==> config.mk <==
export PLATFORM = sky130hd
export DESIGN_NAME = morse_symbol_stream_decoder
export DESIGN_NICKNAME = d
export VERILOG_FILES = /design/src/design/msd_pkg.sv /design/src/design/msd_accum.sv /design/src/design/msd_cell.sv /design/src/design/morse_symbol_stream_decoder.sv
export SDC_FILE = /design/constraint.sdc
export NUM_CORES = 2
export LEC_CHECK = 0
export BUFFER_PORTS_ARGS = -buffer_cell sky130_fd_sc_hd__buf_2
export CORE_ASPECT_RATIO = 0.75
export CORE_MARGIN = 2
export CORE_UTILIZATION = 52
export CTS_CLUSTER_DIAMETER = 80
export DETAILED_ROUTE_END_ITERATION = 10
export GPL_ROUTABILITY_DRIVEN = 1
export PLACE_DENSITY = 0.71
export REMOVE_ABC_BUFFERS = 1
export SLEW_MARGIN = 20
export SYNTH_ARGS = -nofsm -noshare
export SYNTH_HDL_FRONTEND = slang
export SYNTH_SLANG_ARGS = --single-unit
==> constraint.sdc <==
create_clock -name i_clk -period 14.05 [get_ports i_clk]
set_input_delay 0.7025 -clock i_clk [delete_from_list [all_inputs] [get_ports i_clk]]
set_output_delay 0.7025 -clock i_clk [all_outputs]
set_load 0.05 [all_outputs]
==> src/design/msd_pkg.sv <==
// Shared constants and types for the Morse symbol stream decoder.
package msd_pkg;

    localparam int DEF_TABLE_DEPTH  = 32;
    localparam int DEF_MAX_CODE_LEN = 4;

    localparam int LETTER_W    = 8;
    localparam int INDEX_W     = 5;
    localparam int ENT_LEN_W   = 3;
    localparam int ENT_PAT_W   = 4;
    localparam int LIMIT_W     = 6;
    localparam int CMP_LEN_W   = 4;
    localparam int APB_DATA_W  = 32;
    localparam int APB_ADDR_W  = 3;

    localparam logic [LETTER_W-1:0] CHAR_UNKNOWN = 8'h3F;
    localparam logic [LETTER_W-1:0] CHAR_SPACE   = 8'h20;
    localparam logic [LETTER_W-1:0] CHAR_DOT     = 8'h2E;
    localparam logic [LETTER_W-1:0] CHAR_DASH    = 8'h2D;

    localparam logic OP_LOAD   = 1'b0;
    localparam logic OP_DECODE = 1'b1;

    // register index, taken from paddr[2]
    localparam logic REG_ENTRIES_IN_USE = 1'b0;

    typedef struct packed {
        logic valid;
        logic invalid;
        logic found;
        logic word_end;
    } t_flags;

endpackage

==> src/design/msd_accum.sv <==
// Letter accumulator: collects dots and dashes and launches a search token on close.
module msd_accum
    import msd_pkg::*;
#(
    parameter int MAX_CODE_LEN = DEF_MAX_CODE_LEN,
    parameter int LEN_W        = $clog2(MAX_CODE_LEN + 1)
) (
    input  logic                    i_clk,
    input  logic                    i_rst_n,
    input  logic                    i_take,
    input  logic [LETTER_W-1:0]     i_symbol,
    input  logic                    i_word_end,
    output t_flags                  o_flags,
    output logic [LEN_W-1:0]        o_len,
    output logic [MAX_CODE_LEN-1:0] o_pat
);

    logic [LEN_W-1:0]        r_len, n_len;
    logic [MAX_CODE_LEN-1:0] r_pat, n_pat;
    logic                    r_inv, n_inv;

    logic                    is_dot, is_dash, do_app, closing;
    logic [LEN_W-1:0]        a_len;
    logic [MAX_CODE_LEN-1:0] a_pat;
    logic                    a_inv;

    assign is_dot  = (i_symbol == CHAR_DOT);
    assign is_dash = (i_symbol == CHAR_DASH);
    assign closing = i_word_end || (i_symbol == CHAR_SPACE);
    // a last-of-word character is appended even when it is a space
    assign do_app  = i_word_end || (i_symbol != CHAR_SPACE);

    always_comb begin
        a_len = r_len;
        a_pat = r_pat;
        a_inv = r_inv;
        if (do_app && !r_inv) begin
            if ((int'(r_len) >= MAX_CODE_LEN) || !(is_dot || is_dash)) begin
                a_inv = 1'b1;
            end else begin
                for (int b = 0; b < MAX_CODE_LEN; b++) begin
                    if (is_dash && (b == int'(r_len))) begin
                        a_pat[b] = 1'b1;
                    end
                end
                a_len = r_len + LEN_W'(1);
            end
        end
    end

    always_comb begin
        n_len = r_len;
        n_pat = r_pat;
        n_inv = r_inv;
        if (i_take) begin
            if (closing) begin
                n_len = '0;
                n_pat = '0;
                n_inv = 1'b0;
            end else begin
                n_len = a_len;
                n_pat = a_pat;
                n_inv = a_inv;
            end
        end
    end

    always_ff @(posedge i_clk) begin
        if (!i_rst_n) begin
            r_len <= '0;
            r_pat <= '0;
            r_inv <= 1'b0;
        end else begin
            r_len <= n_len;
            r_pat <= n_pat;
            r_inv <= n_inv;
        end
    end

    always_comb begin
        o_flags.valid    = i_take && closing;
        o_flags.invalid  = a_inv;
        o_flags.found    = 1'b0;
        o_flags.word_end = i_word_end;
        o_len            = a_len;
        o_pat            = a_pat;
    end

endmodule

==> src/design/msd_cell.sv <==
// One table slot: holds an entry and checks the passing search token against it.
module msd_cell
    import msd_pkg::*;
#(
    parameter int CELL_INDEX   = 0,
    parameter int MAX_CODE_LEN = DEF_MAX_CODE_LEN,
    parameter int LEN_W        = $clog2(MAX_CODE_LEN + 1)
) (
    input  logic                    i_clk,
    input  logic                    i_rst_n,
    input  logic                    i_en,
    input  logic                    i_ld,
    input  logic [INDEX_W-1:0]      i_ld_index,
    input  logic [LETTER_W-1:0]     i_ld_letter,
    input  logic [ENT_LEN_W-1:0]    i_ld_length,
    input  logic [ENT_PAT_W-1:0]    i_ld_pattern,
    input  logic [LIMIT_W-1:0]      i_limit,
    input  t_flags                  i_flags,
    input  logic [LEN_W-1:0]        i_len,
    input  logic [MAX_CODE_LEN-1:0] i_pat,
    input  logic [LETTER_W-1:0]     i_letter,
    output t_flags                  o_flags,
    output logic [LEN_W-1:0]        o_len,
    output logic [MAX_CODE_LEN-1:0] o_pat,
    output logic [LETTER_W-1:0]     o_letter
);

    localparam int PAT_W = (MAX_CODE_LEN > ENT_PAT_W) ? MAX_CODE_LEN : ENT_PAT_W;

    logic [LETTER_W-1:0]     r_letter;
    logic [ENT_LEN_W-1:0]    r_length;
    logic [ENT_PAT_W-1:0]    r_pattern;

    t_flags                  r_tok_flags, n_tok_flags;
    logic [LEN_W-1:0]        r_tok_len;
    logic [MAX_CODE_LEN-1:0] r_tok_pat;
    logic [LETTER_W-1:0]     r_tok_letter, n_tok_letter;

    logic                    wr, active, hit;
    logic [PAT_W-1:0]        mask, ent_pat, acc_pat;

    assign wr     = i_ld && (int'(i_ld_index) == CELL_INDEX);
    assign active = (CELL_INDEX < int'(i_limit));

    assign ent_pat = PAT_W'(r_pattern);
    assign acc_pat = PAT_W'(i_pat);

    always_comb begin
        for (int b = 0; b < PAT_W; b++) begin
            mask[b] = (b < int'(i_len));
        end
    end

    assign hit = active && i_flags.valid && !i_flags.invalid && !i_flags.found
              && (int'(r_length) <= MAX_CODE_LEN)
              && (CMP_LEN_W'(r_length) == CMP_LEN_W'(i_len))
              && ((ent_pat & mask) == acc_pat);

    always_comb begin
        n_tok_flags       = i_flags;
        n_tok_flags.found = i_flags.found || hit;
        n_tok_letter      = hit ? r_letter : i_letter;
    end

    always_ff @(posedge i_clk) begin
        if (wr) begin
            r_letter  <= i_ld_letter;
            r_length  <= i_ld_length;
            r_pattern <= i_ld_pattern;
        end
    end

    always_ff @(posedge i_clk) begin
        if (!i_rst_n) begin
            r_tok_flags <= '0;
        end else if (i_en) begin
            r_tok_flags <= n_tok_flags;
        end
    end

    always_ff @(posedge i_clk) begin
        if (i_en) begin
            r_tok_len    <= i_len;
            r_tok_pat    <= i_pat;
            r_tok_letter <= n_tok_letter;
        end
    end

    assign o_flags  = r_tok_flags;
    assign o_len    = r_tok_len;
    assign o_pat    = r_tok_pat;
    assign o_letter = r_tok_letter;

endmodule

==> src/design/morse_symbol_stream_decoder.sv <==
// Morse symbol stream decoder top level: accumulator, slot chain and output register.
//
// Load items write one slot of a TABLE_DEPTH-long chain of cells. Decode
// items that do not close a letter update the accumulator and do not stall the
// input. A closing item (space, or last character of a word) launches a search
// token that moves one cell per clock down the chain while the chain is not
// held. No further item is taken until the result at the end of the chain is
// loaded into the output register; the chain holds while a finished result is
// not taken.
// The first in-use slot whose code matches gives the letter, else '?' with
// o_unknown set. entries_in_use sits at APB byte address 0; the user must
// write it only while the block is idle, and the block itself does not
// enforce this.
module morse_symbol_stream_decoder
    import msd_pkg::*;
#(
    parameter int TABLE_DEPTH  = DEF_TABLE_DEPTH,
    parameter int MAX_CODE_LEN = DEF_MAX_CODE_LEN
) (
    input  logic                  i_clk,
    input  logic                  i_rst_n,

    input  logic                  i_valid,
    output logic                  o_ready,
    input  logic                  i_opcode,
    input  logic [INDEX_W-1:0]    i_entry_index,
    input  logic [LETTER_W-1:0]   i_entry_letter,
    input  logic [ENT_LEN_W-1:0]  i_entry_length,
    input  logic [ENT_PAT_W-1:0]  i_entry_pattern,
    input  logic [LETTER_W-1:0]   i_symbol,
    input  logic                  i_word_end,

    output logic                  o_valid,
    input  logic                  i_ready,
    output logic [LETTER_W-1:0]   o_letter,
    output logic                  o_unknown,
    output logic                  o_last_of_word,

    input  logic                  psel,
    input  logic                  penable,
    input  logic                  pwrite,
    input  logic [APB_ADDR_W-1:0] paddr,
    input  logic [APB_DATA_W-1:0] pwdata,
    output logic [APB_DATA_W-1:0] prdata,
    output logic                  pready
);

    localparam int LEN_W = $clog2(MAX_CODE_LEN + 1);

    logic [LIMIT_W-1:0]      r_limit;
    logic                    r_busy, n_busy;
    logic                    r_out_valid, n_out_valid;
    logic [LETTER_W-1:0]     r_letter;
    logic                    r_unknown, r_last;

    logic                    accept, take, ld, en, load_out;

    t_flags                  st_flags  [TABLE_DEPTH+1];
    logic [LEN_W-1:0]        st_len    [TABLE_DEPTH+1];
    logic [MAX_CODE_LEN-1:0] st_pat    [TABLE_DEPTH+1];
    logic [LETTER_W-1:0]     st_letter [TABLE_DEPTH+1];

    assign o_ready = !r_busy;
    assign accept  = i_valid && o_ready;
    assign take    = accept && (i_opcode == OP_DECODE);
    assign ld      = accept && (i_opcode == OP_LOAD);

    // chain holds only when a result is at the end and the output is full and not being taken
    assign en       = !(st_flags[TABLE_DEPTH].valid && r_out_valid && !i_ready);
    assign load_out = st_flags[TABLE_DEPTH].valid && en;

    msd_accum #(
        .MAX_CODE_LEN (MAX_CODE_LEN),
        .LEN_W        (LEN_W)
    ) u_accum (
        .i_clk      (i_clk),
        .i_rst_n    (i_rst_n),
        .i_take     (take),
        .i_symbol   (i_symbol),
        .i_word_end (i_word_end),
        .o_flags    (st_flags[0]),
        .o_len      (st_len[0]),
        .o_pat      (st_pat[0])
    );

    assign st_letter[0] = CHAR_UNKNOWN;

    for (genvar g = 0; g < TABLE_DEPTH; g++) begin : g_cell
        msd_cell #(
            .CELL_INDEX   (g),
            .MAX_CODE_LEN (MAX_CODE_LEN),
            .LEN_W        (LEN_W)
        ) u_cell (
            .i_clk        (i_clk),
            .i_rst_n      (i_rst_n),
            .i_en         (en),
            .i_ld         (ld),
            .i_ld_index   (i_entry_index),
            .i_ld_letter  (i_entry_letter),
            .i_ld_length  (i_entry_length),
            .i_ld_pattern (i_entry_pattern),
            .i_limit      (r_limit),
            .i_flags      (st_flags[g]),
            .i_len        (st_len[g]),
            .i_pat        (st_pat[g]),
            .i_letter     (st_letter[g]),
            .o_flags      (st_flags[g+1]),
            .o_len        (st_len[g+1]),
            .o_pat        (st_pat[g+1]),
            .o_letter     (st_letter[g+1])
        );
    end

    always_comb begin
        n_busy = r_busy;
        if (st_flags[0].valid) begin
            n_busy = 1'b1;
        end else if (load_out) begin
            n_busy = 1'b0;
        end
    end

    always_comb begin
        n_out_valid = r_out_valid;
        if (load_out) begin
            n_out_valid = 1'b1;
        end else if (i_ready) begin
            n_out_valid = 1'b0;
        end
    end

    always_ff @(posedge i_clk) begin
        if (!i_rst_n) begin
            r_busy      <= 1'b0;
            r_out_valid <= 1'b0;
            r_limit     <= '0;
        end else begin
            r_busy      <= n_busy;
            r_out_valid <= n_out_valid;
            if (psel && penable && pwrite && (paddr[2] == REG_ENTRIES_IN_USE)) begin
                r_limit <= pwdata[LIMIT_W-1:0];
            end
        end
    end

    always_ff @(posedge i_clk) begin
        if (load_out) begin
            r_letter  <= st_letter[TABLE_DEPTH];
            r_unknown <= !st_flags[TABLE_DEPTH].found;
            r_last    <= st_flags[TABLE_DEPTH].word_end;
        end
    end

    assign o_valid        = r_out_valid;
    assign o_letter       = r_letter;
    assign o_unknown      = r_unknown;
    assign o_last_of_word = r_last;

    assign pready = 1'b1;
    assign prdata = (paddr[2] == REG_ENTRIES_IN_USE) ? APB_DATA_W'(r_limit) : '0;

endmodule
======== Word level (Yosys, flattened, before mapping) ========
Cells that the tools add are included.
word-level totals
  bits in registers ....................... 1106
  bits of input ports ..................... 72
cells by class
  add/subtract/negate cells ............... 1
  $lt $le $gt $ge ......................... 193
  equality and inequality tests ........... 102
  mux-type cells .......................... 49
  bitwise logic cells ..................... 34
  reductions and logical operators ........ 346
operators by type and width
  kind                                                   count
  two-way mux 8 bit                                      31
  logical AND 1 bit                                      238
  < comparator 1 x 3 -> 1 bit, first input constant      64
  < comparator 2 x 3 -> 1 bit, first input constant      64
  bitwise AND 4 bit                                      32
  equality test 4 bit                                    32
  equality test 3 bit                                    32
  less-or-equal comparator 3 bit, second input constant  32
  < comparator 5 x 6 -> 1 bit, first input constant      16
  equality test 5 bit, second input constant             16
  zero test 1 bit                                        69
  < comparator 4 x 6 -> 1 bit, first input constant      8
  equality test 5 x 4 -> 1 bit, second input constant    8
  logical OR 1 bit                                       35
  equality test 8 x 6 -> 1 bit, second input constant    3
  < comparator 3 x 6 -> 1 bit, first input constant      4
  equality test 5 x 3 -> 1 bit, second input constant    4
  < comparator 1 x 6 -> 1 bit, first input constant      2
  < comparator 2 x 6 -> 1 bit, first input constant      2
  two-way mux 4 bit                                      3
  two-way mux 1 bit                                      11
  equality test 5 x 2 -> 1 bit, second input constant    2
  two-way mux 3 bit                                      3
  inequality test 8 x 6 -> 1 bit, second input constant  1
  other kinds (10)                                       13

======== Logic depth before layout (Yosys ltp) ========
  depth after elaboration ................. 11
  mapped depth ............................ 9

======== Cells and area by module ========
A second synthesis with hierarchy kept.
unflattened totals
  cell total of the unflattened synthesis .. 2523
  area, all modules ....................... 43927.1 um^2
by module, submodules not included
  module                             instances  cells each  area an instance (um^2)  sequential area each (um^2)
  msd_cell at g_cell[0].u_cell ...   2          73          1320.0                   980.9
  msd_cell at g_cell[14].u_cell ...  2          73          1308.8                   980.9
  msd_cell at g_cell[23].u_cell      1          79          1370.1                   980.9
  msd_cell at g_cell[7].u_cell       1          77          1361.3                   980.9
  msd_cell at g_cell[21].u_cell      1          76          1353.8                   980.9
  msd_cell at g_cell[30].u_cell      1          77          1350.0                   980.9
  msd_cell at g_cell[9].u_cell       1          75          1346.3                   980.9
  msd_cell at g_cell[26].u_cell      1          75          1333.8                   980.9
  msd_cell at g_cell[29].u_cell      1          73          1333.8                   980.9
  msd_cell at g_cell[15].u_cell      1          77          1330.0                   980.9
  msd_cell at g_cell[1].u_cell       1          72          1330.0                   980.9
  msd_cell at g_cell[10].u_cell      1          74          1326.3                   980.9
  msd_cell at g_cell[31].u_cell      1          77          1323.8                   980.9
  msd_cell at g_cell[2].u_cell       1          74          1322.5                   980.9
  +18 rows                           n/a        n/a         n/a                      n/a

======== Worst setup path after synthesis ========
OpenSTA, ideal clock, no wires.
  path type ............................... input to register
  start ................................... input port i_ready
  end ..................................... register g_cell[17].u_cell.r_tok_flags (netlist bit g_cell[17].u_cell.o_flags[1])
  setup time .............................. 661 ps
  arrival ................................. 14847 ps
  path slack .............................. -1458 ps
  cell stages on the path ................. 7
  path buffers ............................ 3
  cells stage by stage .................... nor2b_1 -> and2_1 -> clkbuf_1 -> inv_2 -> clkbuf_1 -> clkbuf_1 -> a31oi_1
on the way
  cells in the longest elaborated chain, start to end .. 2
ends and longest elaborated chain
  element               line                               source
  from (decl)           morse_symbol_stream_decoder.sv:34  input logic i_ready,
  zero test 1 bit       morse_symbol_stream_decoder.sv:69  assign en = !(st_flags[TABLE_DEPTH].valid && r_out_valid && !i_ready);
  logical AND 1 bit     morse_symbol_stream_decoder.sv:69
  to (signal assigned)  msd_cell.sv:77                     r_tok_flags <= n_tok_flags;
  to (decl)             msd_cell.sv:34                     t_flags r_tok_flags, n_tok_flags;
Every way passes these cells.
A chain may end at the register's enable or synchronous reset.

======== Worst setup path after layout ========
  start ................................... register r_out_valid (netlist: o_valid)
  end ..................................... register g_cell[14].u_cell.r_tok_letter[6], enable pin
on the way
  cells in the longest elaborated chain, start to end .. 2
ends and longest elaborated chain
  element                          line                                source
  from (decl)                      morse_symbol_stream_decoder.sv:52   logic r_out_valid, n_out_valid;
  from (signal assigned)           morse_symbol_stream_decoder.sv:139  r_out_valid <= n_out_valid;
  logical AND 1 bit (2 in series)  morse_symbol_stream_decoder.sv:69
  to (signal assigned)             msd_cell.sv:85                      r_tok_letter <= n_tok_letter;
  to (decl)                        msd_cell.sv:37                      logic [LETTER_W-1:0] r_tok_letter, n_tok_letter;
Every way passes these cells.

==> impl_metrics.yaml <==
outcome:
  outcome: "completed"
power_and_ir_drop:
  ir_worst_vdd_uv: 109.0
  internal-power_mw: 5.130
  powerDensity_nw_per_um2: 134.0
  comb_power_share: 0.017
  switching_share: 0.1997
  p_leak_nw: 15.71
  switching_power_mw: 1.280
  seqPwrFrac: 0.555
  pwr-share-clk: 0.429
yosys:
  yosysSeqAreaShare: 0.7432
  ys_ff_latch: 1106
  yosys_warnings: 0
  synth_edf_count: 963
  synth.avg_cell_area_um2: 15.93
  synth-main-ff-cell: "edfxtp_1"
  syn-instance-count: 2685
  syn_area_um2: 42760
  synth.distinct_cells: 88
  async_flop_share: 0
timing:
  fmaxAchievable_ghz: 0.2176
  slew_viol_final: 0
  slew_headroom: 0.2567
  min_period_over_period: 0.3270
  timing.final.hold_violations: 0
  post-route-min-period_ps: 4595
  rsz0062_at_grt: "no"
  setup_viol: 0
  setup_tns_ps: 0
  fin_skew_ps: 29.90
  worst_pin_slew_ps: 1115
drt:
  wirelength_um: 89130
  num_vias: 22920
  drt-initial-drc-count: 2220
  drtPass1Iterations: 5
  drc: 0
  ant_nets: 0
  wire_per_inst_um: 22.38
  vias_per_cell: 5.754
floorplanning:
  core_um2: 81860
  io_pins: 117
  start_util: 0.5223
  dieWidth_um: 335.1
  dieArea_um2: 84570
  fp-row-count: 91
  die_y_um: 252.3
worst_setup_path:
  worstSetupEndpointType: "flop"
  worstPathRequired_ps: 14330
  startpoint_type: "flop"
  crit_slowest_cell: "buf_4"
  arrival_ps: 4880
  cpMostUsedCell: "buf_4"
  path_class: "reg2reg"
  worstPathCellList: "nor2b_1, and2_4, inv_8, buf_4, buf_4, buf_4"
  path_buf_inv: 4
  crit_family: "buffers and inverters"
  path_max_fanout: 104
  max_stage_delay_ps: 920
layout:
  drive_gt1_frac: 0.1919
  area_delta_synth_final_pct: 11.85
  fin_area_um2: 47830
  nets: 2901
  stdcell_count: 3983
  post-route-util: 0.5843
grt:
  overflow: 0
  grt_start_max_net_pins: 105
  grt_pass1_wl_um: 135800
  first_global_vias: 22720
  grt_usage: 0.2113
  antenna_found_initial: 2
clock_network:
  clock_path_buffers: 3
  cts_setup_buffers: 0
  htreeDepth: 3
  cts.clk_slew.worst_paths_ps: 60
  clock-root-buffer: "clkbuf_16"
  cts_tree: "done"
  clock-sinks: 1106
  cts_buffers: 101
  post_cts_resize_count: 0
  holdBufCountCts: 0
  insertion_delay_ps: 690
placed_design:
  numPortBuffers: 61
  dpl.cell_count: 3790
  dp_hpwl_um: 54830
  place_congestion: 0.8393
  dpl-instance-area_um2: 44400
worst_hold_path:
  min_path_type: "in2reg"
job:
  cap_violations: 0
final timing paths:
path / start / slack (ps) / to / cells past startpoint
max: o_valid / 9460 / g_cell[14].u_cell.o_letter[6] / 6
min reg2reg: g_cell[31].u_cell.o_letter[5] / 420 / o_letter[5] / 0
min: pwdata[2] / 300 / r_limit[2] / 3
max reg2reg: o_valid / 9460 / g_cell[14].u_cell.o_letter[6] / 6
power groups by stage:
stage	Sequential [mW]	Clock, mW	Combinational [mW]
finish	3.56	2.75	0.107
global route	3.55	2.92	0.113
CTS	3.56	2.79	0.106
detailed placement	3.63	0	0.106
global placement	3.63	0	0.104
floorplan	3.62	0	0.0424
metrics by stage:
step	worst slack (ps)	total power, mW	hold slack, ps
6_report	9455	6.411	299.8
5_1_grt	9127	6.591	295.8
4_1_cts	9455	6.453	270.4
3_5_place_dp	9070	3.733	408.4
3_3_place_gp	9151	3.730	404.5
2_1_floorplan	3065	3.667	400.3
cell families after synthesis:
group           Yosys count  share of synthesized area
simple gates            630                    0.07757
xor+xnor                132                    0.02721
fa+ha+maj                 5                   0.001463
buf+inv                 132                    0.01440
mux                     257                    0.06885
flops                  1106                     0.7432
other cells               2                  0.0001756
compound gates          421                    0.06712
final cells by class:
cell class / instances / area, µm²
fill: 6007 / 34040
sequential: 1106 / 31780
multi-input combinational: 1472 / 10570
clock buffer: 141 / 2900
tap: 1069 / 1338
timing repair buffer: 100 / 608.1
clock inverter: 51 / 460.4
inverter: 43 / 168.9
antenna: 1 / 2.502
cell usage after synthesis, types with 5 or more instances:
master,number,area [µm²]
buf_4,28,210.2
o21ai_1,5,25.02
nand3_1,32,160.2
nor2b_1,43,269.0
buf_1,5,18.77
o21a_1,21,157.7
a21o_1,15,112.6
a21boi_0,94,705.7
clkbuf_1,49,183.9
nor4_4,9,191.4
o2111ai_1,7,61.31
mux2_1,11,123.9
mux2_4,16,240.2
o21ai_0,94,470.5
nor4_2,16,200.2
mux2i_1,8,80.08
nand2b_1,13,81.33
nor4b_1,14,122.6
o31ai_1,36,270.3
ha_1,5,62.56
inv_1,41,153.9
nor2_1,109,409.1
edfxtp_1,963,28920
nor4_1,8,50.05
xnor2_1,69,604.3
nor3b_1,7,52.55
xor2_1,62,543.0
nor3_1,36,180.2
nand4b_1,11,96.34
dfxtp_1,143,2863
nand2_1,269,1010
mux2_2,222,2500
a21oi_1,70,350.3
a31oi_1,12,75.07
nand4_1,19,118.9
or4_1,5,37.54
o31a_1,18,157.7
nand3b_1,5,37.54
buf_2,5,25.02
routing by layer:
| metal | global-route usage | share of wire |
|---|---|---|
| met5 | 0 | 0 |
| met4 | 0.05394 | 0.019 |
| met3 | 0.04250 | 0.081 |
| met2 | 0.3255 | 0.46 |
| met1 | 0.3102 | 0.44 |
sequential cells by signal (all words and copies together) (netlist names), 3 cells and up:
name and count:
g_cell.u_cell.o_letter 256, g_cell.u_cell.r_letter 256, g_cell.u_cell.ent_pat 128, g_cell.u_cell.o_flags 127, g_cell.u_cell.o_pat 124, g_cell.u_cell.r_length 96
g_cell.u_cell.o_len 93, o_letter 8, r_limit 6, u_accum.r_pat 4, u_accum.r_len 3
worst reg2reg max path, cell delays in order, from the launching register on:
cell	delay, ps
dfxtp_1	300
nor2b_1	150
and2_4	350
inv_8	630
buf_4	940
buf_4	810
buf_4	980
placed cells by master (no fill, tap or decap), types with 20 or more instances in the layout:
master / instances
edfxtp_1: 963
nor2_1: 99
o21ai_0: 94
o31ai_1: 36
nand2_1: 269
xor2_1: 62
buf_2: 60
a21oi_1: 70
mux2_2: 222
clkbuf_1: 20
nor2b_1: 43
o21a_1: 21
nor3_1: 36
buf_4: 38
inv_1: 41
clkinv_2: 22
nand3_1: 32
dfxtp_1: 143
xnor2_1: 69
a21boi_0: 94
conb_1: 27
clkbuf_16: 103
Note: power is estimated with default switching activity, not from simulation.
